**src/design/tqrq_pkg.sv**
```systemverilog
`timescale 1ns / 1ps
// ----------------------------------------------------------------------------
// tqrq_pkg: shared types and constants
// Sizes, codes, payload structs and small helpers for the three-queue
// rotating-quantum scheduler.
// ----------------------------------------------------------------------------
package tqrq_pkg;

	localparam int MAX_JOBS    = 32;
	localparam int WORK_BITS   = 16;
	localparam int NQ          = 3;

	localparam int IN_WORK_W   = 16;
	localparam int QUANT_W     = 16;
	localparam int JOBNUM_W    = 6;
	localparam int QI_W        = 2;
	localparam int JOB_W       = $clog2(MAX_JOBS);
	localparam int CNT_W       = $clog2(MAX_JOBS + 1);
	localparam int STORE_DEPTH = NQ * MAX_JOBS;
	localparam int STORE_AW    = $clog2(STORE_DEPTH);
	localparam int SUB_W       = (WORK_BITS > QUANT_W) ? WORK_BITS : QUANT_W;

	localparam int ADDR_W      = 4;
	localparam int DATA_W      = 32;

	localparam logic [QI_W-1:0] LAST_Q = QI_W'(NQ - 1);

	// op codes
	localparam logic [1:0] OP_ARRIVE = 2'd0;
	localparam logic [1:0] OP_TICK   = 2'd1;
	localparam logic [1:0] OP_DUMP   = 2'd2;
	localparam logic [1:0] OP_NONE   = 2'd3;

	// result kinds
	localparam logic [1:0] KIND_ACK   = 2'd0;
	localparam logic [1:0] KIND_TICK  = 2'd1;
	localparam logic [1:0] KIND_ENTRY = 2'd2;
	localparam logic [1:0] KIND_EMPTY = 2'd3;

	// register indexes
	localparam logic [1:0] REG_Q0 = 2'd0;
	localparam logic [1:0] REG_Q1 = 2'd1;
	localparam logic [1:0] REG_Q2 = 2'd2;

	typedef struct packed {
		logic [1:0]           op;
		logic [IN_WORK_W-1:0] work_amount;
	} item_t;

	typedef struct packed {
		logic [1:0]          kind;
		logic [QI_W-1:0]     queue_index;
		logic [JOBNUM_W-1:0] job_number;
		logic                queue_end;
		logic                rejected;
		logic [1:0]          finished_count;
		logic                last;
	} result_t;

	typedef logic [NQ-1:0][QUANT_W-1:0] quanta_t;

	typedef enum logic [3:0] {
		ST_IDLE,
		ST_ARRIVE,
		ST_TK_POP,
		ST_TK_JOB,
		ST_TK_SUB,
		ST_TK_PUSH,
		ST_TK_DONE,
		ST_DP_START,
		ST_DP_RD,
		ST_DP_EMIT,
		ST_DP_EMPTY
	} state_t;

	function automatic logic [JOB_W-1:0] pos_inc(input logic [JOB_W-1:0] pos);
		return (pos == JOB_W'(MAX_JOBS - 1)) ? '0 : pos + 1'b1;
	endfunction

	function automatic logic [QI_W-1:0] q_next(input logic [QI_W-1:0] q);
		return (q == LAST_Q) ? '0 : q + 1'b1;
	endfunction

	function automatic logic [QI_W-1:0] q_prev(input logic [QI_W-1:0] q);
		return (q == '0) ? LAST_Q : q - 1'b1;
	endfunction

	function automatic logic [STORE_AW-1:0] store_addr(input logic [QI_W-1:0] q,
			input logic [JOB_W-1:0] pos);
		return STORE_AW'(int'(q) * MAX_JOBS + int'(pos));
	endfunction

	// clamp arriving work to the work counter range
	function automatic logic [WORK_BITS-1:0] sat_work(input logic [IN_WORK_W-1:0] w);
		logic [WORK_BITS+IN_WORK_W-1:0] wide;
		logic [WORK_BITS-1:0]           wmax;
		wmax = '1;
		wide = (WORK_BITS + IN_WORK_W)'(w);
		if (wide > (WORK_BITS + IN_WORK_W)'(wmax))
			return wmax;
		return wide[WORK_BITS-1:0];
	endfunction

endpackage

```
**src/design/tqrq_ram.sv**
```systemverilog
`timescale 1ns / 1ps
// ----------------------------------------------------------------------------
// tqrq_ram: simple dual-port RAM
// One write port, one read port with registered read data held between reads.
// ----------------------------------------------------------------------------
module tqrq_ram #(
	parameter int DEPTH = 32,
	parameter int WIDTH = 16,
	localparam int AW = $clog2(DEPTH)
) (
	input  logic             clk,
	input  logic             we,
	input  logic [AW-1:0]    waddr,
	input  logic [WIDTH-1:0] wdata,
	input  logic             re,
	input  logic [AW-1:0]    raddr,
	output logic [WIDTH-1:0] rdata
);

	logic [WIDTH-1:0] mem_q [DEPTH];
	logic [WIDTH-1:0] rdata_q;

	always_ff @(posedge clk) begin
		if (we)
			mem_q[waddr] <= wdata;
	end

	always_ff @(posedge clk) begin
		if (re)
			rdata_q <= mem_q[raddr];
	end

	assign rdata = rdata_q;

endmodule

```
**src/design/tqrq_satsub.sv**
```systemverilog
`timescale 1ns / 1ps
// ----------------------------------------------------------------------------
// tqrq_satsub: saturating work subtractor
// Takes a quantum off a work count, clamping at zero; shared by all queues.
// ----------------------------------------------------------------------------
module tqrq_satsub
	import tqrq_pkg::*;
(
	input  logic [WORK_BITS-1:0] work,
	input  logic [QUANT_W-1:0]   quantum,
	output logic [WORK_BITS-1:0] diff,
	output logic                 zero
);

	logic [SUB_W-1:0] w_ext;
	logic [SUB_W-1:0] q_ext;
	logic [SUB_W-1:0] d_ext;

	assign w_ext = SUB_W'(work);
	assign q_ext = SUB_W'(quantum);
	assign d_ext = (w_ext > q_ext) ? (w_ext - q_ext) : '0;
	assign diff  = d_ext[WORK_BITS-1:0];
	assign zero  = (d_ext == '0);

endmodule

```
**src/design/tqrq_regs.sv**
```systemverilog
`timescale 1ns / 1ps
// ----------------------------------------------------------------------------
// tqrq_regs: configuration registers
// APB-style access to the three per-queue quanta.
// ----------------------------------------------------------------------------
module tqrq_regs
	import tqrq_pkg::*;
(
	input  logic              clk,
	input  logic              arst_n,
	input  logic              psel,
	input  logic              penable,
	input  logic              pwrite,
	input  logic [ADDR_W-1:0] paddr,
	input  logic [DATA_W-1:0] pwdata,
	output logic [DATA_W-1:0] prdata,
	output logic              pready,
	output quanta_t           quanta
);

	quanta_t    quanta_q;
	logic       wr_en;
	logic [1:0] reg_idx;

	assign pready  = 1'b1;
	assign wr_en   = psel && penable && pwrite;
	assign reg_idx = paddr[3:2];

	always_ff @(posedge clk or negedge arst_n) begin
		if (!arst_n) begin
			quanta_q <= {NQ{QUANT_W'(1)}};
		end else if (wr_en) begin
			unique case (reg_idx)
				REG_Q0:  quanta_q[0] <= pwdata[QUANT_W-1:0];
				REG_Q1:  quanta_q[1] <= pwdata[QUANT_W-1:0];
				REG_Q2:  quanta_q[2] <= pwdata[QUANT_W-1:0];
				default: ;
			endcase
		end
	end

	always_comb begin
		unique case (reg_idx)
			REG_Q0:  prdata = DATA_W'(quanta_q[0]);
			REG_Q1:  prdata = DATA_W'(quanta_q[1]);
			REG_Q2:  prdata = DATA_W'(quanta_q[2]);
			default: prdata = '0;
		endcase
	end

	assign quanta = quanta_q;

endmodule

```
**src/design/three_queue_rotating_quantum_scheduler.sv**
```systemverilog
`timescale 1ns / 1ps
// ----------------------------------------------------------------------------
// three_queue_rotating_quantum_scheduler: top level and sequencer
// Arrive: ARRIVE registers the result. Tick: store read, work read, subtract
// steps per non-empty queue, a skip step per empty queue, 3 push steps, then
// a step to register the result. Dump: a start step per queue, then read and
// emit steps per listed entry or an empty marker. Result steps wait out a
// stall. One item in flight; the next transfer is taken once its last result
// is registered. Reset clears control and sets quanta to 1; RAMs kept.
// ----------------------------------------------------------------------------
module three_queue_rotating_quantum_scheduler
	import tqrq_pkg::*;
(
	input  logic              clk,
	input  logic              arst_n,
	input  logic              item_valid,
	output logic              item_stall,
	input  item_t             item,
	output logic              result_valid,
	input  logic              result_stall,
	output result_t           result,
	input  logic              psel,
	input  logic              penable,
	input  logic              pwrite,
	input  logic [ADDR_W-1:0] paddr,
	input  logic [DATA_W-1:0] pwdata,
	output logic [DATA_W-1:0] prdata,
	output logic              pready
);

	quanta_t quanta;

	state_t                       state_q, state_d;
	logic [QI_W-1:0]              qi_q, qi_d;
	logic [CNT_W-1:0]             next_job_q, next_job_d;
	logic [NQ-1:0][JOB_W-1:0]     head_q, head_d;
	logic [NQ-1:0][JOB_W-1:0]     tail_q, tail_d;
	logic [NQ-1:0][CNT_W-1:0]     count_q, count_d;
	logic [NQ-1:0]                moving_q, moving_d;
	logic [1:0]                   fin_q, fin_d;
	logic                         out_valid_q, out_valid_d;

	logic [IN_WORK_W-1:0]         work_q, work_d;
	logic [NQ-1:0][JOB_W-1:0]     job_q, job_d;
	logic [JOB_W-1:0]             pos_q, pos_d;
	logic [CNT_W-1:0]             left_q, left_d;
	result_t                      out_q, out_d;

	logic                         st_we, st_re;
	logic [STORE_AW-1:0]          st_waddr, st_raddr;
	logic [JOB_W-1:0]             st_wdata, st_rdata;
	logic                         wk_we, wk_re;
	logic [JOB_W-1:0]             wk_waddr, wk_raddr;
	logic [WORK_BITS-1:0]         wk_wdata, wk_rdata;

	logic [WORK_BITS-1:0]         su_diff;
	logic                         su_zero;

	logic                         out_free;
	logic                         res_load;
	result_t                      res;
	logic [QI_W-1:0]              src_q;

	tqrq_regs u_regs (
		.clk     (clk),
		.arst_n  (arst_n),
		.psel    (psel),
		.penable (penable),
		.pwrite  (pwrite),
		.paddr   (paddr),
		.pwdata  (pwdata),
		.prdata  (prdata),
		.pready  (pready),
		.quanta  (quanta)
	);

	tqrq_ram #(.DEPTH(STORE_DEPTH), .WIDTH(JOB_W)) u_store (
		.clk   (clk),
		.we    (st_we),
		.waddr (st_waddr),
		.wdata (st_wdata),
		.re    (st_re),
		.raddr (st_raddr),
		.rdata (st_rdata)
	);

	tqrq_ram #(.DEPTH(MAX_JOBS), .WIDTH(WORK_BITS)) u_work (
		.clk   (clk),
		.we    (wk_we),
		.waddr (wk_waddr),
		.wdata (wk_wdata),
		.re    (wk_re),
		.raddr (wk_raddr),
		.rdata (wk_rdata)
	);

	tqrq_satsub u_sub (
		.work    (wk_rdata),
		.quantum (quanta[qi_q]),
		.diff    (su_diff),
		.zero    (su_zero)
	);

	assign item_stall   = (state_q != ST_IDLE);
	assign result_valid = out_valid_q;
	assign result       = out_q;
	assign out_free     = !out_valid_q || !result_stall;
	assign src_q        = q_prev(qi_q);

	always_comb begin
		state_d    = state_q;
		qi_d       = qi_q;
		next_job_d = next_job_q;
		head_d     = head_q;
		tail_d     = tail_q;
		count_d    = count_q;
		moving_d   = moving_q;
		fin_d      = fin_q;
		work_d     = work_q;
		job_d      = job_q;
		pos_d      = pos_q;
		left_d     = left_q;

		st_we      = 1'b0;
		st_waddr   = '0;
		st_wdata   = '0;
		st_re      = 1'b0;
		st_raddr   = '0;
		wk_we      = 1'b0;
		wk_waddr   = '0;
		wk_wdata   = '0;
		wk_re      = 1'b0;
		wk_raddr   = '0;

		res_load   = 1'b0;
		res        = '0;

		unique case (state_q)
			ST_IDLE: begin
				if (item_valid) begin
					work_d = item.work_amount;
					qi_d   = '0;
					fin_d  = '0;
					case (item.op)
						OP_ARRIVE: state_d = ST_ARRIVE;
						OP_TICK:   state_d = ST_TK_POP;
						OP_DUMP:   state_d = ST_DP_START;
						default:   state_d = ST_IDLE;
					endcase
				end
			end

			ST_ARRIVE: begin
				if (out_free) begin
					res_load = 1'b1;
					res.kind = KIND_ACK;
					res.last = 1'b1;
					if (next_job_q == CNT_W'(MAX_JOBS)) begin
						res.rejected = 1'b1;
					end else begin
						wk_we          = 1'b1;
						wk_waddr       = next_job_q[JOB_W-1:0];
						wk_wdata       = sat_work(work_q);
						st_we          = 1'b1;
						st_waddr       = store_addr('0, tail_q[0]);
						st_wdata       = next_job_q[JOB_W-1:0];
						tail_d[0]      = pos_inc(tail_q[0]);
						count_d[0]     = count_q[0] + 1'b1;
						next_job_d     = next_job_q + 1'b1;
						res.job_number = JOBNUM_W'(next_job_q) + 1'b1;
					end
					state_d = ST_IDLE;
				end
			end

			ST_TK_POP: begin
				if (count_q[qi_q] != '0) begin
					st_re         = 1'b1;
					st_raddr      = store_addr(qi_q, head_q[qi_q]);
					head_d[qi_q]  = pos_inc(head_q[qi_q]);
					count_d[qi_q] = count_q[qi_q] - 1'b1;
					state_d       = ST_TK_JOB;
				end else begin
					moving_d[qi_q] = 1'b0;
					qi_d           = q_next(qi_q);
					if (qi_q == LAST_Q)
						state_d = ST_TK_PUSH;
				end
			end

			ST_TK_JOB: begin
				wk_re       = 1'b1;
				wk_raddr    = st_rdata;
				job_d[qi_q] = st_rdata;
				state_d     = ST_TK_SUB;
			end

			ST_TK_SUB: begin
				wk_we          = 1'b1;
				wk_waddr       = job_q[qi_q];
				wk_wdata       = su_diff;
				moving_d[qi_q] = !su_zero;
				fin_d          = fin_q + 2'(su_zero);
				qi_d           = q_next(qi_q);
				state_d        = (qi_q == LAST_Q) ? ST_TK_PUSH : ST_TK_POP;
			end

			// qi is the receiving queue, src the one it is fed from
			ST_TK_PUSH: begin
				if (moving_q[src_q]) begin
					st_we         = 1'b1;
					st_waddr      = store_addr(qi_q, tail_q[qi_q]);
					st_wdata      = job_q[src_q];
					tail_d[qi_q]  = pos_inc(tail_q[qi_q]);
					count_d[qi_q] = count_q[qi_q] + 1'b1;
				end
				qi_d = q_next(qi_q);
				if (qi_q == LAST_Q)
					state_d = ST_TK_DONE;
			end

			ST_TK_DONE: begin
				if (out_free) begin
					res_load           = 1'b1;
					res.kind           = KIND_TICK;
					res.finished_count = fin_q;
					res.last           = 1'b1;
					state_d            = ST_IDLE;
				end
			end

			ST_DP_START: begin
				pos_d   = head_q[qi_q];
				left_d  = count_q[qi_q];
				state_d = (count_q[qi_q] == '0) ? ST_DP_EMPTY : ST_DP_RD;
			end

			ST_DP_EMPTY: begin
				if (out_free) begin
					res_load        = 1'b1;
					res.kind        = KIND_EMPTY;
					res.queue_index = qi_q;
					res.queue_end   = 1'b1;
					res.last        = (qi_q == LAST_Q);
					qi_d            = q_next(qi_q);
					state_d         = (qi_q == LAST_Q) ? ST_IDLE : ST_DP_START;
				end
			end

			ST_DP_RD: begin
				st_re    = 1'b1;
				st_raddr = store_addr(qi_q, pos_q);
				pos_d    = pos_inc(pos_q);
				state_d  = ST_DP_EMIT;
			end

			ST_DP_EMIT: begin
				if (out_free) begin
					res_load        = 1'b1;
					res.kind        = KIND_ENTRY;
					res.queue_index = qi_q;
					res.job_number  = JOBNUM_W'(st_rdata) + 1'b1;
					res.queue_end   = (left_q == CNT_W'(1));
					res.last        = (left_q == CNT_W'(1)) && (qi_q == LAST_Q);
					left_d          = left_q - 1'b1;
					if (left_q == CNT_W'(1)) begin
						qi_d    = q_next(qi_q);
						state_d = (qi_q == LAST_Q) ? ST_IDLE : ST_DP_START;
					end else begin
						state_d = ST_DP_RD;
					end
				end
			end

			default: state_d = ST_IDLE;
		endcase

		if (res_load) begin
			out_valid_d = 1'b1;
			out_d       = res;
		end else begin
			out_valid_d = out_valid_q && result_stall;
			out_d       = out_q;
		end
	end

	always_ff @(posedge clk or negedge arst_n) begin
		if (!arst_n) begin
			state_q     <= ST_IDLE;
			qi_q        <= '0;
			next_job_q  <= '0;
			head_q      <= '0;
			tail_q      <= '0;
			count_q     <= '0;
			moving_q    <= '0;
			fin_q       <= '0;
			out_valid_q <= 1'b0;
		end else begin
			state_q     <= state_d;
			qi_q        <= qi_d;
			next_job_q  <= next_job_d;
			head_q      <= head_d;
			tail_q      <= tail_d;
			count_q     <= count_d;
			moving_q    <= moving_d;
			fin_q       <= fin_d;
			out_valid_q <= out_valid_d;
		end
	end

	always_ff @(posedge clk) begin
		work_q <= work_d;
		job_q  <= job_d;
		pos_q  <= pos_d;
		left_q <= left_d;
		out_q  <= out_d;
	end

endmodule

```
**config.mk**
```make
export PLATFORM = sky130hd
export DESIGN_NAME = three_queue_rotating_quantum_scheduler
export DESIGN_NICKNAME = d
export VERILOG_FILES = /design/src/design/tqrq_pkg.sv /design/src/design/tqrq_ram.sv /design/src/design/tqrq_satsub.sv /design/src/design/tqrq_regs.sv /design/src/design/three_queue_rotating_quantum_scheduler.sv
export SDC_FILE = /design/constraint.sdc
export NUM_CORES = 2
export LEC_CHECK = 0
export BUFFER_PORTS_ARGS = -buffer_cell sky130_fd_sc_hd__buf_2
export CAP_MARGIN = 20
export CELL_PAD_IN_SITES_DETAIL_PLACEMENT = 1
export CELL_PAD_IN_SITES_GLOBAL_PLACEMENT = 1
export CORE_MARGIN = 2
export CORE_UTILIZATION = 30
export DETAILED_ROUTE_END_ITERATION = 6
export PLACE_DENSITY_LB_ADDON = 0.15
export SYNTH_ARGS = -nofsm -noshare
export SYNTH_HDL_FRONTEND = slang
export SYNTH_HIERARCHICAL = 1
export SYNTH_SLANG_ARGS = --single-unit
```
**constraint.sdc**
```tcl
create_clock -name clk -period 8.1 [get_ports clk]
set_input_delay 0.405 -clock clk [delete_from_list [all_inputs] [get_ports clk]]
set_output_delay 0.405 -clock clk [all_outputs]
set_load 0.02 [all_outputs]
```
==> flow_summary.yaml <==
outcome:
  status: "finished, final reports clean"
route:
  drt_first_pass_iters: 5
  wirelength_um: 141600
  via_count: 28520
  wire_per_inst_um: 25.08
  routed-wl-met2_um: 67620
  drtIter0Drc: 1818
  dr_wl_met3_um: 5001
  drc: 0
  viasPerCell: 5.051
  highest_layer: "met4"
  met1Wirelength_um: 66390
  ant_nets: 0
worst_setup_path:
  critPathKind: "reg -> reg"
  crit_top_cell: "buf_4"
  critPathLaunch: "qi_q[1]$_DFFE_PN0P_"
  timing.rr.start: "qi_q[1]$_DFFE_PN0P_"
  cp_cell_sequence: "and2b_1 > buf_4 > o2bb2ai_2 > o41a_1 > a22o_4 > buf_4 > mux4_2 > o41ai_1 > a41oi_1 > a32oi_1 > o211ai_1"
  critPathMaxFanout: 50
  crit_slowest_cell: "buf_4"
  cpPeakStageDelay_ns: 0.78
  r2r_slack_ns: 2.23
  startpoint_type: "flip-flop"
  worst-endpoint-arrival_ns: 6.34
  worstSetupEndpointType: "flip-flop"
  required_ns: 8.57
logic_synthesis:
  ys_seq_elements: 1184
  synth.cell_area_mm2: 0.05072
  synth_area_per_cell_um2: 16.00
  synthFlopType: "edfxtp_1"
  synth_edf_count: 1070
  yosysWarnings: 6
  syn_inst: 3171
  synth.lib_cells_used.distinct: 97
  ys_async_sr_fraction_pct: 9.628
  ys_seq_area_share_pct: 68.98
place:
  routabilityCongestion: 0.8003
  place_area_mm2: 0.05353
  io_buffer_count: 75
  dp.final_hpwl_um: 90180
final_layout:
  drive_above_1_share_pct: 17.71
  final_common_cell: "edfxtp_1"
  final_area_mm2: 0.05806
  final_cell_mix: "1070 x edfxtp_1, 341 x mux2i_1, 219 x nor2_1"
  fin_nets: 3435
  syn2layout_area_growth_pct: 14.46
clock_network:
  clk_pin_slew_ns: 0.06
  clk_path_buf_depth: 3
  cts_sinks: 1184
  cts_tree: "yes"
  cts.htree.levels: 4
  post-cts-setup-buffers: 0
  cts_root_buf: "clkbuf_16"
  cts_buffers: 131
  insertion_delay_ns: 0.76
run:
  drv_cap: 0
power:
  peakVddDrop_mv: 0.2146
  total_power_w: 0.01946
  seq_power_share_pct: 40.2
  p_sw_share_pct: 33.90
  p_leak_nw: 19.12
  switchingPower_w: 0.006597
  pwr-share-comb_pct: 30.4
  internal_power_w: 0.01287
  p_per_area_mw_per_mm2: 335.2
  p_clk_share_pct: 29.4
sta:
  max_freq_ghz: 0.1703
  clock_skew_ns: 0.03479
  fin_crit_sh_pct: 72.48
  slew_violations: 0
  finalSetupViolCount: 0
  rsz0062_at_grt: "no"
  hold_viol: 0
  worst_slew_pin_slew_ns: 1.189
  min_period_ns: 5.871
  relSlewSlack_pct: 20.76
  finalSetupTns_ns: 0
die:
  ios: 111
  die_x_um: 415.2
  rows: 150
  core_area_mm2: 0.1676
  dieArea_mm2: 0.1724
  die_height_um: 415.2
  start_util_pct: 30.27
grt:
  grt_max_degree: 119
  grtUsageTotal_pct: 16.34
  grt_pass1_wl_um: 209800
  grt_antenna_before_repair: 2
  first_global_vias: 30560
  gr-total-overflow: 0
min_path:
  hold_path.class: "in -> reg"
  worstHoldStart: "result_stall"
sequential cells by signal, summed over array words and instances, names as in the netlist, 16 cells and up:
signal	cells
count_q	18
u_regs/quanta	48
u_store/mem_q	480
u_work/mem_q	512
u_work/rdata	16
work_q	16
final timing paths:
check                      cells after the start                            end
setup / recovery                              11     u_store/rdata[3]$_DFFE_PP_
hold / removal                                 3         result_valid$_DFF_PN0_
setup reg to reg                              11     u_store/rdata[3]$_DFFE_PP_
hold reg to reg                                2        count_q[14]$_DFFE_PN0P_
max in group asynchronous                      3         count_q[1]$_DFFE_PN0P_
min in group asynchronous                      2  u_regs/quanta[25]$_DFFE_PN0P_
worst max-delay path, delay by kind of cell, from the launching register on:
family          cells  cell delay [ns]
buf+inv             2             1.33
mux                 1             0.44
simple gates        1             0.52
compound gates      7             2.52
flops               1             0.63
cells by family after synthesis:
kind of cell | share of synthesized area (%)
xor gates and xnor gates | 0.7573
buffers and inverters | 2.669
other | 0.01481
muxes | 14.20
AOI/OAI and AO/OA | 5.972
adders and majority gates | 1.001
and+or+nand+nor | 6.413
DFF | 68.98
cell type report:
| type | instances | area, µm² |
|---|---|---|
| Sequential cell | 1184 | 34990 |
| Clock inverter | 74 | 606.8 |
| Timing Repair Buffer | 199 | 1479 |
| Fill cell | 17010 | 109500 |
| Antenna cell | 4 | 10.01 |
| Tap cell | 2204 | 2758 |
| Inverter | 38 | 142.6 |
| Clock buffer | 164 | 3497 |
| Multi-Input combinational cell | 1780 | 14580 |
what timing repair did:
item                      CTS  global route
hold buffers               33             0
hold endpoints to repair  111             0
gates resized for setup     0             0
cells in the mapped netlist, types with 20 or more instances:
cell type / instances / area share, %
mux4_2: 123 / 5.5
a22o_1: 60 / 1.0
nand3_1: 85 / 0.84
a31oi_1: 27 / 0.33
buf_2: 42 / 0.41
dfrtp_1: 111 / 5.5
mux2i_1: 341 / 6.7
a21oi_1: 87 / 0.86
xnor2_1: 24 / 0.41
nor3_1: 54 / 0.53
nand2_1: 187 / 1.4
o21ai_0: 76 / 0.75
nand4_1: 24 / 0.30
edfxtp_1: 1070 / 63
ha_1: 39 / 0.96
buf_4: 44 / 0.65
o22ai_1: 20 / 0.25
inv_1: 34 / 0.25
nand2b_1: 21 / 0.26
clkbuf_1: 59 / 0.44
nor2_1: 223 / 1.7
nor2b_1: 24 / 0.30
a22oi_1: 75 / 1.1
mux2_2: 75 / 1.7
per-layer routing:
metal | up-vias | global-route usage, %
li1 | 12720 | -
met1 | 15070 | 22.79
met2 | 577 | 26.71
met3 | 162 | 2.322
met4 | 0 | 4.262
met5 | - | 0
metrics by stage:
step,cells,utilization (%),setup WS [ns],hold slack (ns)
after detailed placement,5368,31.94,2.105,0.4834
final,5647,34.64,2.229,0.1322
after global placement,5367,31.94,2.230,0.4658
after global routing,5644,34.64,1.902,0.1382
after floorplan,3186,-,0.6811,0.1094
after CTS,5639,34.59,2.090,0.06151
power groups by stage:
stage                     Sequential [W]  Clock [W]  Combinational [W]
final                            0.00783    0.00573            0.00591
after global placement           0.00792          0            0.00580
after CTS                        0.00783    0.00592            0.00597
after global routing             0.00787    0.00614            0.00644
after detailed placement         0.00795          0            0.00594
after floorplan                  0.00784          0            0.00403
Power figures use the tool's default switching activity.
